## src/hw/rtl/ndt_pkg.sv

```systemverilog
// Shared widths, register indexes and control types for the transpose address generator.
package ndt_pkg;

    localparam int DIMS_W     = 3;
    localparam int EXT_W      = 11;
    localparam int PERM_W     = 8;
    localparam int IDX_W      = 40;
    localparam int VAL_W      = 32;
    localparam int CFG_IDX_W  = 3;
    localparam int CFG_DATA_W = 11;
    localparam int MUL_W      = IDX_W + EXT_W;

    localparam logic [PERM_W-1:0] PERM_RESET = 8'd228;

    typedef enum logic [CFG_IDX_W-1:0] {
        CFG_NUM_DIMS = 3'd0,
        CFG_EXTENT_0 = 3'd1,
        CFG_EXTENT_1 = 3'd2,
        CFG_EXTENT_2 = 3'd3,
        CFG_EXTENT_3 = 3'd4,
        CFG_PERM     = 3'd5
    } cfg_reg_t;

    typedef struct packed {
        logic busy;
        logic contrib_we;
    } seq_ctrl_t;

endpackage

```

## src/hw/rtl/ndt_stride_seq.sv

```systemverilog
// Configuration registers, permutation check and stride/contribution recompute sequencer.
module ndt_stride_seq #(
    parameter int MAX_DIMS   = 4,
    parameter int MAX_EXTENT = 1024,
    parameter int DIW        = 2
) (
    input  logic                            clk,
    input  logic                            rst_n,
    input  logic                            cfg_we,
    input  logic [ndt_pkg::CFG_IDX_W-1:0]   cfg_index,
    input  logic [ndt_pkg::CFG_DATA_W-1:0]  cfg_data,
    input  logic [ndt_pkg::EXT_W-1:0]       cnt_sel,
    output ndt_pkg::seq_ctrl_t              ctrl,
    output logic [DIW-1:0]                  seq_idx,
    output logic [ndt_pkg::IDX_W-1:0]       product,
    output logic [ndt_pkg::IDX_W-1:0]       strides [MAX_DIMS],
    output logic [ndt_pkg::EXT_W-1:0]       ext_eff [MAX_DIMS],
    output logic [ndt_pkg::DIMS_W-1:0]      n_eff,
    output logic                            perm_bad
);

    typedef enum logic [3:0] {
        S_INIT    = 4'b0001,
        S_STRIDE  = 4'b0010,
        S_CONTRIB = 4'b0100,
        S_RUN     = 4'b1000
    } seq_state_t;

    seq_state_t                        state_reg, state_next;
    logic [DIW-1:0]                    idx_reg, idx_next;
    logic [ndt_pkg::IDX_W-1:0]         s_reg;
    logic [ndt_pkg::IDX_W-1:0]         stride_reg [MAX_DIMS];
    logic                              bad_reg;

    logic [ndt_pkg::DIMS_W-1:0]        num_dims_reg;
    logic [ndt_pkg::EXT_W-1:0]         ext_reg [MAX_DIMS];
    logic [ndt_pkg::PERM_W-1:0]        perm_reg;

    logic                              cfg_hit;
    logic                              bad_comb;
    logic [1:0]                        p_field;
    logic [ndt_pkg::IDX_W-1:0]         mul_a;
    logic [ndt_pkg::EXT_W-1:0]         mul_b;
    logic [ndt_pkg::MUL_W-1:0]         mul_full;
    logic [ndt_pkg::CFG_IDX_W-1:0]     ext_sel;

    // Configuration registers; extents beyond the synthesized dimension count are dropped.
    always_comb
    begin
        ext_sel = cfg_index - ndt_pkg::CFG_EXTENT_0;
        cfg_hit = 1'b0;
        if (cfg_we)
        begin
            unique case (cfg_index) inside
                ndt_pkg::CFG_NUM_DIMS,
                ndt_pkg::CFG_EXTENT_0, ndt_pkg::CFG_EXTENT_1,
                ndt_pkg::CFG_EXTENT_2, ndt_pkg::CFG_EXTENT_3,
                ndt_pkg::CFG_PERM:     cfg_hit = 1'b1;
                default:               cfg_hit = 1'b0;
            endcase
        end
    end

    always_ff @(posedge clk or negedge rst_n)
    begin
        if (!rst_n)
        begin
            num_dims_reg <= ndt_pkg::DIMS_W'(1);
            perm_reg     <= ndt_pkg::PERM_RESET;
            for (int d = 0; d < MAX_DIMS; d++)
            begin
                ext_reg[d] <= ndt_pkg::EXT_W'(1);
            end
        end
        else if (cfg_we)
        begin
            unique case (cfg_index) inside
                ndt_pkg::CFG_NUM_DIMS:
                begin
                    num_dims_reg <= cfg_data[ndt_pkg::DIMS_W-1:0];
                end
                ndt_pkg::CFG_EXTENT_0, ndt_pkg::CFG_EXTENT_1,
                ndt_pkg::CFG_EXTENT_2, ndt_pkg::CFG_EXTENT_3:
                begin
                    if (int'(ext_sel) < MAX_DIMS)
                    begin
                        ext_reg[DIW'(ext_sel)] <= cfg_data[ndt_pkg::EXT_W-1:0];
                    end
                end
                ndt_pkg::CFG_PERM:
                begin
                    perm_reg <= cfg_data[ndt_pkg::PERM_W-1:0];
                end
                default:
                begin
                end
            endcase
        end
    end

    // Clamped dimension count and extents.
    always_comb
    begin
        n_eff = num_dims_reg;
        if (num_dims_reg == '0)
        begin
            n_eff = ndt_pkg::DIMS_W'(1);
        end
        else if (int'(num_dims_reg) > MAX_DIMS)
        begin
            n_eff = ndt_pkg::DIMS_W'(MAX_DIMS);
        end
        for (int d = 0; d < MAX_DIMS; d++)
        begin
            ext_eff[d] = ext_reg[d];
            if (ext_reg[d] == '0)
            begin
                ext_eff[d] = ndt_pkg::EXT_W'(1);
            end
            else if (int'(ext_reg[d]) > MAX_EXTENT)
            begin
                ext_eff[d] = ndt_pkg::EXT_W'(MAX_EXTENT);
            end
        end
    end

    // The order is a permutation when each field in use names a distinct dimension below n.
    always_comb
    begin
        logic [3:0] seen;
        logic [1:0] p;
        seen     = '0;
        bad_comb = 1'b0;
        for (int k = 0; k < 4; k++)
        begin
            p = perm_reg[2*k +: 2];
            if (k < int'(n_eff))
            begin
                if ((ndt_pkg::DIMS_W'(p) >= n_eff) || seen[p])
                begin
                    bad_comb = 1'b1;
                end
                seen[p] = 1'b1;
            end
        end
    end

    // One shared multiplier: running stride times extent, or stride times counter.
    always_comb
    begin
        p_field = perm_reg[2*idx_reg +: 2];
        if (state_reg == S_STRIDE)
        begin
            mul_a = s_reg;
            mul_b = ext_eff[DIW'(p_field)];
        end
        else
        begin
            mul_a = stride_reg[idx_reg];
            mul_b = cnt_sel;
        end
        mul_full = mul_a * mul_b;
        product  = mul_full[ndt_pkg::IDX_W-1:0];
    end

    always_comb
    begin
        state_next = state_reg;
        idx_next   = idx_reg;
        unique case (state_reg)
            S_INIT:
            begin
                if (bad_comb)
                begin
                    state_next = S_CONTRIB;
                    idx_next   = '0;
                end
                else
                begin
                    state_next = S_STRIDE;
                    idx_next   = DIW'(n_eff - ndt_pkg::DIMS_W'(1));
                end
            end
            S_STRIDE:
            begin
                if (idx_reg == '0)
                begin
                    state_next = S_CONTRIB;
                end
                else
                begin
                    idx_next = idx_reg - DIW'(1);
                end
            end
            S_CONTRIB:
            begin
                if (int'(idx_reg) == MAX_DIMS - 1)
                begin
                    state_next = S_RUN;
                    idx_next   = '0;
                end
                else
                begin
                    idx_next = idx_reg + DIW'(1);
                end
            end
            S_RUN:
            begin
            end
            default:
            begin
                state_next = S_INIT;
            end
        endcase
        if (cfg_hit)
        begin
            state_next = S_INIT;
        end
    end

    always_ff @(posedge clk or negedge rst_n)
    begin
        if (!rst_n)
        begin
            state_reg <= S_INIT;
            idx_reg   <= '0;
            bad_reg   <= 1'b0;
        end
        else
        begin
            state_reg <= state_next;
            idx_reg   <= idx_next;
            if (state_reg == S_INIT)
            begin
                bad_reg <= bad_comb;
            end
        end
    end

    always_ff @(posedge clk)
    begin
        if (state_reg == S_INIT)
        begin
            s_reg <= ndt_pkg::IDX_W'(1);
            for (int d = 0; d < MAX_DIMS; d++)
            begin
                stride_reg[d] <= '0;
            end
        end
        else if (state_reg == S_STRIDE)
        begin
            stride_reg[DIW'(p_field)] <= s_reg;
            s_reg                     <= product;
        end
    end

    assign ctrl.busy       = (state_reg != S_RUN);
    assign ctrl.contrib_we = (state_reg == S_CONTRIB);
    assign seq_idx         = idx_reg;
    assign strides         = stride_reg;
    assign perm_bad        = bad_reg;

endmodule

```

## src/hw/rtl/nd_tensor_transpose_address.sv

```systemverilog
// Top level of the N-dimensional tensor transpose address generator.
//
//  channel   | handshake            | payload
//  ----------+----------------------+----------------------------------------------
//  input     | in_valid / in_stall  | elem_value[31:0], first
//  output    | out_valid / out_stall| dst_index[39:0], out_value[31:0], last,
//            |                      | perm_error
//  config    | cfg_we               | cfg_index[2:0], cfg_data[10:0]
//
// One item is accepted per cycle while in_stall is low, and its result appears in the
// output register on the following cycle.
// After reset and after every configuration write the strides and the per-dimension
// address contributions are rebuilt by one shared multiplier in S_INIT, S_STRIDE (skipped
// when the order is not a permutation) and S_CONTRIB, with in_stall high meanwhile.
// in_stall is also high while a result waits in the output register under out_stall.
module nd_tensor_transpose_address #(
    parameter int MAX_DIMS   = 4,
    parameter int MAX_EXTENT = 1024
) (
    input  logic                            clk,
    input  logic                            rst_n,
    input  logic                            cfg_we,
    input  logic [ndt_pkg::CFG_IDX_W-1:0]   cfg_index,
    input  logic [ndt_pkg::CFG_DATA_W-1:0]  cfg_data,
    input  logic                            in_valid,
    output logic                            in_stall,
    input  logic [ndt_pkg::VAL_W-1:0]       elem_value,
    input  logic                            first,
    output logic                            out_valid,
    input  logic                            out_stall,
    output logic [ndt_pkg::IDX_W-1:0]       dst_index,
    output logic [ndt_pkg::VAL_W-1:0]       out_value,
    output logic                            last,
    output logic                            perm_error
);

    // Counter width covers every value below the largest usable extent.
    localparam int CW  = ($clog2(MAX_EXTENT) < ndt_pkg::EXT_W) ?
                         $clog2(MAX_EXTENT) : ndt_pkg::EXT_W;
    localparam int DIW = (MAX_DIMS > 1) ? $clog2(MAX_DIMS) : 1;

    ndt_pkg::seq_ctrl_t                ctrl;
    logic [DIW-1:0]                    seq_idx;
    logic [ndt_pkg::IDX_W-1:0]         product;
    logic [ndt_pkg::IDX_W-1:0]         strides [MAX_DIMS];
    logic [ndt_pkg::EXT_W-1:0]         ext_eff [MAX_DIMS];
    logic [ndt_pkg::DIMS_W-1:0]        n_eff;
    logic                              perm_bad;

    // Source coordinates and, per dimension, coordinate times destination stride.
    logic [CW-1:0]                     cnt_reg     [MAX_DIMS];
    logic [CW-1:0]                     cnt_next    [MAX_DIMS];
    logic [ndt_pkg::IDX_W-1:0]         contrib_reg [MAX_DIMS];
    logic [ndt_pkg::IDX_W-1:0]         contrib_next[MAX_DIMS];

    logic                              out_valid_reg;
    logic [ndt_pkg::IDX_W-1:0]         dst_index_reg, dst_index_next;
    logic [ndt_pkg::VAL_W-1:0]         out_value_reg;
    logic                              last_reg, last_next;
    logic                              perm_error_reg;

    logic                              accept;
    logic                              cnt_zero;

    ndt_stride_seq #(
        .MAX_DIMS   (MAX_DIMS),
        .MAX_EXTENT (MAX_EXTENT),
        .DIW        (DIW)
    ) u_seq (
        .clk       (clk),
        .rst_n     (rst_n),
        .cfg_we    (cfg_we),
        .cfg_index (cfg_index),
        .cfg_data  (cfg_data),
        .cnt_sel   (ndt_pkg::EXT_W'(cnt_reg[seq_idx])),
        .ctrl      (ctrl),
        .seq_idx   (seq_idx),
        .product   (product),
        .strides   (strides),
        .ext_eff   (ext_eff),
        .n_eff     (n_eff),
        .perm_bad  (perm_bad)
    );

    // The output register frees up in the same cycle its result is taken.
    assign in_stall = ctrl.busy || (out_valid_reg && out_stall);
    assign accept   = in_valid && !in_stall;

    // A first item sees all-zero coordinates. The destination index is the sum of the
    // active contributions; the mixed-radix step then moves each contribution that the carry
    // reaches by its stride or clears it on wrap, so no multiply sits on the item path.
    always_comb
    begin
        logic [CW-1:0]             cnt_e     [MAX_DIMS];
        logic [ndt_pkg::IDX_W-1:0] contrib_e [MAX_DIMS];
        logic                      wrap      [MAX_DIMS];
        logic                      carry     [MAX_DIMS];
        logic                      carry_up;
        dst_index_next = '0;
        last_next      = 1'b1;
        carry_up       = 1'b0;
        for (int d = 0; d < MAX_DIMS; d++)
        begin
            cnt_e[d]     = first ? '0 : cnt_reg[d];
            contrib_e[d] = first ? '0 : contrib_reg[d];
            wrap[d]      = (ndt_pkg::EXT_W'(cnt_e[d]) >= (ext_eff[d] - ndt_pkg::EXT_W'(1)));
            if (d < int'(n_eff))
            begin
                dst_index_next = dst_index_next + contrib_e[d];
                if (!wrap[d])
                begin
                    last_next = 1'b0;
                end
            end
        end
        for (int d = MAX_DIMS - 1; d >= 0; d--)
        begin
            if (d == int'(n_eff) - 1)
            begin
                carry[d] = 1'b1;
            end
            else if (d < int'(n_eff) - 1)
            begin
                carry[d] = carry_up;
            end
            else
            begin
                carry[d] = 1'b0;
            end
            carry_up = carry[d] && wrap[d];
        end
        for (int d = 0; d < MAX_DIMS; d++)
        begin
            cnt_next[d]     = cnt_e[d];
            contrib_next[d] = contrib_e[d];
            if (carry[d])
            begin
                if (wrap[d])
                begin
                    cnt_next[d]     = '0;
                    contrib_next[d] = '0;
                end
                else
                begin
                    cnt_next[d]     = cnt_e[d] + CW'(1);
                    contrib_next[d] = contrib_e[d] + strides[d];
                end
            end
        end
    end

    always_ff @(posedge clk or negedge rst_n)
    begin
        if (!rst_n)
        begin
            for (int d = 0; d < MAX_DIMS; d++)
            begin
                cnt_reg[d]     <= '0;
                contrib_reg[d] <= '0;
            end
        end
        else if (accept)
        begin
            cnt_reg     <= cnt_next;
            contrib_reg <= contrib_next;
        end
        else if (ctrl.contrib_we)
        begin
            contrib_reg[seq_idx] <= product;
        end
    end

    always_ff @(posedge clk or negedge rst_n)
    begin
        if (!rst_n)
        begin
            out_valid_reg <= 1'b0;
        end
        else
        begin
            out_valid_reg <= accept || (out_valid_reg && out_stall);
        end
    end

    always_ff @(posedge clk)
    begin
        if (accept)
        begin
            dst_index_reg  <= perm_bad ? '0 : dst_index_next;
            out_value_reg  <= elem_value;
            last_reg       <= last_next;
            perm_error_reg <= perm_bad;
        end
    end

    assign out_valid  = out_valid_reg;
    assign dst_index  = dst_index_reg;
    assign out_value  = out_value_reg;
    assign last       = last_reg;
    assign perm_error = perm_error_reg;

    // High when every coordinate in use is zero; a wrap clears only those, a first item clears all.
    always_comb
    begin
        cnt_zero = 1'b1;
        for (int d = 0; d < MAX_DIMS; d++)
        begin
            if ((d < int'(n_eff)) && (cnt_reg[d] != '0))
            begin
                cnt_zero = 1'b0;
            end
        end
    end

    // A flagged permutation error always comes with a zero destination index.
    a_err_zero: assert property (@(posedge clk) disable iff (!rst_n)
        out_valid && perm_error |-> dst_index == '0)
        else $error("perm_error result with nonzero dst_index");

    // An item that restarts the counters maps to destination index zero.
    a_first_zero: assert property (@(posedge clk) disable iff (!rst_n)
        accept && first |=> out_valid && dst_index == '0)
        else $error("first item did not map to index zero");

    // After the final element of a tensor every coordinate in use is back at zero.
    a_wrap_zero: assert property (@(posedge clk) disable iff (!rst_n)
        accept && last_next |=> cnt_zero)
        else $error("counters not cleared after last element");

    // The contribution rebuild never overlaps an accepted item.
    a_no_overlap: assert property (@(posedge clk) disable iff (!rst_n)
        ctrl.contrib_we |-> !accept)
        else $error("item accepted during contribution rebuild");

endmodule
```

## config.mk

```make
export PLATFORM = sky130hd
export DESIGN_NAME = nd_tensor_transpose_address
export DESIGN_NICKNAME = d
export VERILOG_FILES = /design/src/hw/rtl/ndt_pkg.sv /design/src/hw/rtl/ndt_stride_seq.sv /design/src/hw/rtl/nd_tensor_transpose_address.sv
export SDC_FILE = /design/constraint.sdc
export NUM_CORES = 2
export LEC_CHECK = 0
export ABC_AREA = 1
export BUFFER_PORTS_ARGS = -buffer_cell sky130_fd_sc_hd__buf_2
export CAP_MARGIN = 10
export CORE_MARGIN = 3
export CORE_UTILIZATION = 60
export CTS_BUF_LIST = sky130_fd_sc_hd__clkbuf_8
export DETAILED_ROUTE_END_ITERATION = 8
export GPL_ROUTABILITY_DRIVEN = 1
export PLACE_DENSITY = 0.84
export RECOVER_POWER = 50
export SLEW_MARGIN = 30
export SYNTH_ARGS = -nofsm -noshare
export SYNTH_HDL_FRONTEND = slang
export SYNTH_SLANG_ARGS = --single-unit
```

## constraint.sdc

```tcl
create_clock -name clk -period 7 [get_ports clk]
set_clock_uncertainty 0.15 [all_clocks]
set_input_delay 1.4 -clock clk [delete_from_list [all_inputs] [get_ports clk]]
set_output_delay 1.4 -clock clk [all_outputs]
set_load 0.1 [all_outputs]
```

==> summary.txt, run 1 <==
Synthesis
  – Synth Area in Simple Gates: 0.240
  – Synth unique cells: 77
  – Largest family of logic cells by synthesized area: simple AND/OR/NAND/NOR gates
  – Syn Nets: 9079
  – EDFF count, synth: 74
  – Flops & latches, synth: 537
  – Yosys warns: 0
  – Top FF cell, synth: dfrtp_1
  – Async S/R FF share, synth: 0.490
  – Mux cell area share after synthesis: 0.000176
  – Register area share after synthesis: 0.225
  – Synth Area in Compound Gates: 0.205
  – Post-Syn Area: between 50000 and 60000 sq um
  – Post-Synth XOR/XNOR Area: 0.0369
  – Post-Synth Adder-Cell Area: 0.190
  – Synth Instances: 8341
  – Mean post-synth cell area: about 6.8 sq um

CTS
  – H-tree Lvls: 3
  – CTS Buf Count: between 90 and 100
  – Clk buf depth: 3
  – Clk root buf: clkbuf_8
  – Clk sinks: about 540

Floorplan
  – Initial core utilization: 0.608
  – Core Rows: 112
  – Chip height: 314 microns
  – Io pins: 128
  – Die X: 314 microns

Status
  – Err: [ERROR GRT-0232] Routing congestion too high. Check the congestion heatmap in the GUI.
  – Stopped at: 5_1_grt
  – Status: aborted with a tool error

Global route
  – Total congestion overflow: 358
  – Total GRT Usage: 0.776
  – Largest net degree at the start of global routing: 125

Place
  – Post-DP HPWL: roughly 220000 microns
  – Port Buffer Count: 127
  – Pre-CTS setup slack: -0.927 ns
  – Placer congestion estimate: roughly 1.2
  – Post-DP Area: ~70000 sq um
[synth_stat cells, drive strengths merged, types with 94 or more instances]
library cell  number  area (sq um)
inv             1218          4570
clkbuf           231           868
nor2             791          3030
dfrtp            253          6330
ha               388          4850
xor2             136          1190
nand2           1917          7320
dfxtp            200          4000
fa               298          5970
a21oi            703          3550
o211ai           104           806
o21ai            791          4020
o221ai           104           911
a31oi             94           588
nand3            388          1990
xnor2            104           911
[kinds of logic after synthesis]
group                      Yosys count
muxes                                1
DFF                                537
AOI/OAI and AO/OA                 2028
adders and majority gates          686
other                                1
and+or+nand+nor                   3311
xor gates and xnor gates           240
buffers and inverters             1537
[stage by stage]
stage | util | hold slack [ns] | instances
floorplan | - | 0.293 | 8341
global placement | 0.734 | 0.302 | 10700
detailed placement | 0.734 | 0.307 | 10700
CTS | 0.773 | 0.319 | 11000
[per-layer routing]
layer | GRT usage | overflow
met5 | 0.444 | 4
met4 | 0.699 | 109
met3 | 0.644 | 33
met2 | 0.911 | 175
met1 | 0.807 | 37
[timing repair]
item,CTS
endpoints found under the setup margin,146
resized for setup,273
pin swaps,76
gates cloned,4
setup buffers,61
hold buffers,0
==> run 2: changes to the inputs <==
Settings changed: CORE_UTILIZATION 60 to 40, CTS_BUF_LIST sky130_fd_sc_hd__clkbuf_8 to not set, PLACE_DENSITY 0.84 to not set, PLACE_DENSITY_LB_ADDON set to 0.15.
Clock period 7 ns to 9.1 ns, I/O delays scaled along.
==> summary.txt, run 2 <==
Status
  – Status: complete, but fails checks
  – Failing checks: capacitance limit, slew limit

Synthesis
  – Mean post-synth cell area: 6.84 sq um
  – Async S/R FF share, synth: 0.490
  – Synth Instances: between 8000 and 9000
  – Share of the synthesized area in the top cell type: 0.124
  – Post-Syn Area: 57000 sq um
  – Ranking of synthesized cells by area: nand2_1 (12%), dfrtp_1 (11%), fa_1 (10%)
  – Most frequent cell after synthesis: nand2_1
  – Syn Nets: 9079
  – EDFF count, synth: 74
  – Flops & latches, synth: around 540
  – Register area share after synthesis: 0.225
  – Top post-synthesis cells by count: nand2_1 (1881), inv_1 (1172), nor2_1 (769)
  – Yosys warns: 0
  – Top FF cell, synth: dfrtp_1
  – Cell taking the most area after synthesis: nand2_1
  – Synth unique cells: 77

Finish
  – Fillers: about 15000
  – Most common cell after layout, fill and taps aside: nand2_1
  – Most frequent cells in the layout: nand2_1 (1876), inv_1 (1171), nor2_1 (768)
  – Post-route cell area: approximately 65000 sq um
  – # nets final: ~9500
  – Share of cells above drive strength 1: 0.101
  – Synth-to-layout area growth: 14.3%

Global route
  – Vias in the first global route: around 58000
  – Total GRT Usage: 0.378
  – Initial antenna violation count: 28
  – First-pass GRT wire length: 405000 microns
  – Largest net degree at the start of global routing: 116
  – Total congestion overflow: 0

Timing
  – RSZ-0062 raised after global routing: no
  – Final setup margin: about 0.43 ns
  – Final TNS setup: 0 ns
  – Final min period: 8.67 ns
  – Final Hold Fails: 0
  – Final setup violation count: 0
  – Final worst path period share: 0.952
  – Worst-margin pin slew: ~5.6 ns
  – Max_slew headroom: -2.76
  – Max Slew Vio Count: between 300 and 400
  – F_max: ~120 MHz

CTS
  – TritonCTS clock tree: done
  – Clock Latency Late Sink: roughly 0.70 ns
  – Clk buf depth: 3
  – H-tree Lvls: 3
  – CTS Buf Count: just over 70
  – Clk sinks: 537
  – Clock transition at path regs: ~0.06 ns
  – Clk root buf: clkbuf_16
  – Postcts setup bufs: 0

Hold path
  – HP Start: u_seq.strides[145]
  – Worst Hold Depth: 2
  – Min-delay worst type: flop to flop
  – Hold Path End: u_seq.strides[145]

Floorplan
  – Initial core utilization: 0.406
  – Die area: 147000 sq um
  – Chip height: ~380 microns
  – Core Area: between 100000 and 150000 sq um
  – Io pins: 128
  – Core Rows: approximately 140
  – Die X: approximately 380 microns

Place
  – Placer congestion estimate: 1.07
  – Post-DP HPWL: about 230000 microns
  – Port Buffer Count: roughly 130
  – Pre-CTS setup slack: 0.0909 ns
  – Post-DP Area: between 60000 and 70000 sq um

Routing
  – Vias: slightly above 60000
  – Routed WL: 284000 microns
  – Drt pass-1 iters: 7
  – Drt drc: 0
  – Routed wire per std cell: 26.6 microns
  – Final ANT Viol Nets: 0
  – Initial DRC Count: around 6100
  – Routed vias/inst: ~5.7

Critical path
  – CP arrival: approximately 9 ns
  – R2r startpoint: u_seq.seq_idx[0]
  – R2R depth: 35
  – Crit path max fanout: 29
  – Worst setup SP type: flop
  – Worst Setup End Kind: flop
  – Worst r2r dst: contrib_reg[151]
  – Critical path class: flop to flop
  – R2R Setup Slk: ~0.43 ns
  – CP dominant cell by count: nand2_1
  – Worst Path Required: ~9.6 ns
  – Crit-path slowest cell: dfrtp_4
  – CP max stage delay: around 0.65 ns

Run
  – Max-cap viol count: 5
## run 2: cell counts after synthesis
Identical to the previous run, type by type.
## run 2: cells by family after synthesis
group,synth area share
adders and majority gates,0.190
other,0.0000658
buffers and inverters,0.104
xor gates and xnor gates,0.0369
DFF,0.225
and+or+nand+nor,0.240
muxes,0.000176
AOI/OAI and AO/OA,0.205
## run 2: final cells by class
class | instances | area (sq um) | area share
well taps | 1876 | 2350 | 0.0360
flip-flops and latches | 537 | 12800 | 0.197
inverters | 1230 | 4630 | 0.0711
diodes | 16 | 40.0 | 0.000614
repair buffers | 639 | 4460 | 0.0684
clock buffers | 91 | 1970 | 0.0303
multi-input cells | 6267 | 38400 | 0.589
clock inverters | 40 | 539 | 0.00827
## run 2: per-layer routing
layer  wire (microns)  vias up  GRT usage
li1                 -    28300          -
met1           116000    29300      0.487
met2           125000     2684      0.593
met3            23400      620     0.0680
met4            19900       18      0.220
met5              112        -          0
## run 2: how the worst max path moves through the flow
stage                startpoint  slack [ns]  cells after the start          endpoint
6_report       u_seq.seq_idx[0]        0.43                     35  contrib_reg[151]
3_5_place_dp              first        0.09                     45     dst_index[36]
5_1_grt        u_seq.seq_idx[0]      0.0009                     35  contrib_reg[151]
3_3_place_gp              first        0.14                     43     dst_index[36]
4_1_cts        u_seq.seq_idx[0]        0.41                     41   u_seq.s_reg[35]
2_1_floorplan             first        0.78                     45     dst_index[39]
## run 2: stage by stage
step	util	hold WS, ns	instances
2_1_floorplan	-	0.293	8341
3_3_place_gp	0.446	0.311	10500
3_5_place_dp	0.446	0.313	10500
4_1_cts	0.464	0.322	10700
5_1_grt	0.463	0.346	10700
6_report	0.464	0.323	10700
## run 2: repair_timing
item	in CTS	in global routing
hold buffers	0	0
resized for setup	0	2
setup endpoints to repair	0	7
## run 2: critical path, delay by kind of cell (launching register included)
kind / cells / cell delay (ns)
AOI/OAI and AO/OA: 7 / 1.41
xor gates and xnor gates: 1 / 0.19
adders and majority gates: 6 / 2.74
buffers and inverters: 7 / 1.48
DFF: 1 / 0.65
and+or+nand+nor: 14 / 1.92
Power of run 2 is not shown: default switching activity piles up to over one toggle a cycle in this logic, so the estimate is an artifact.
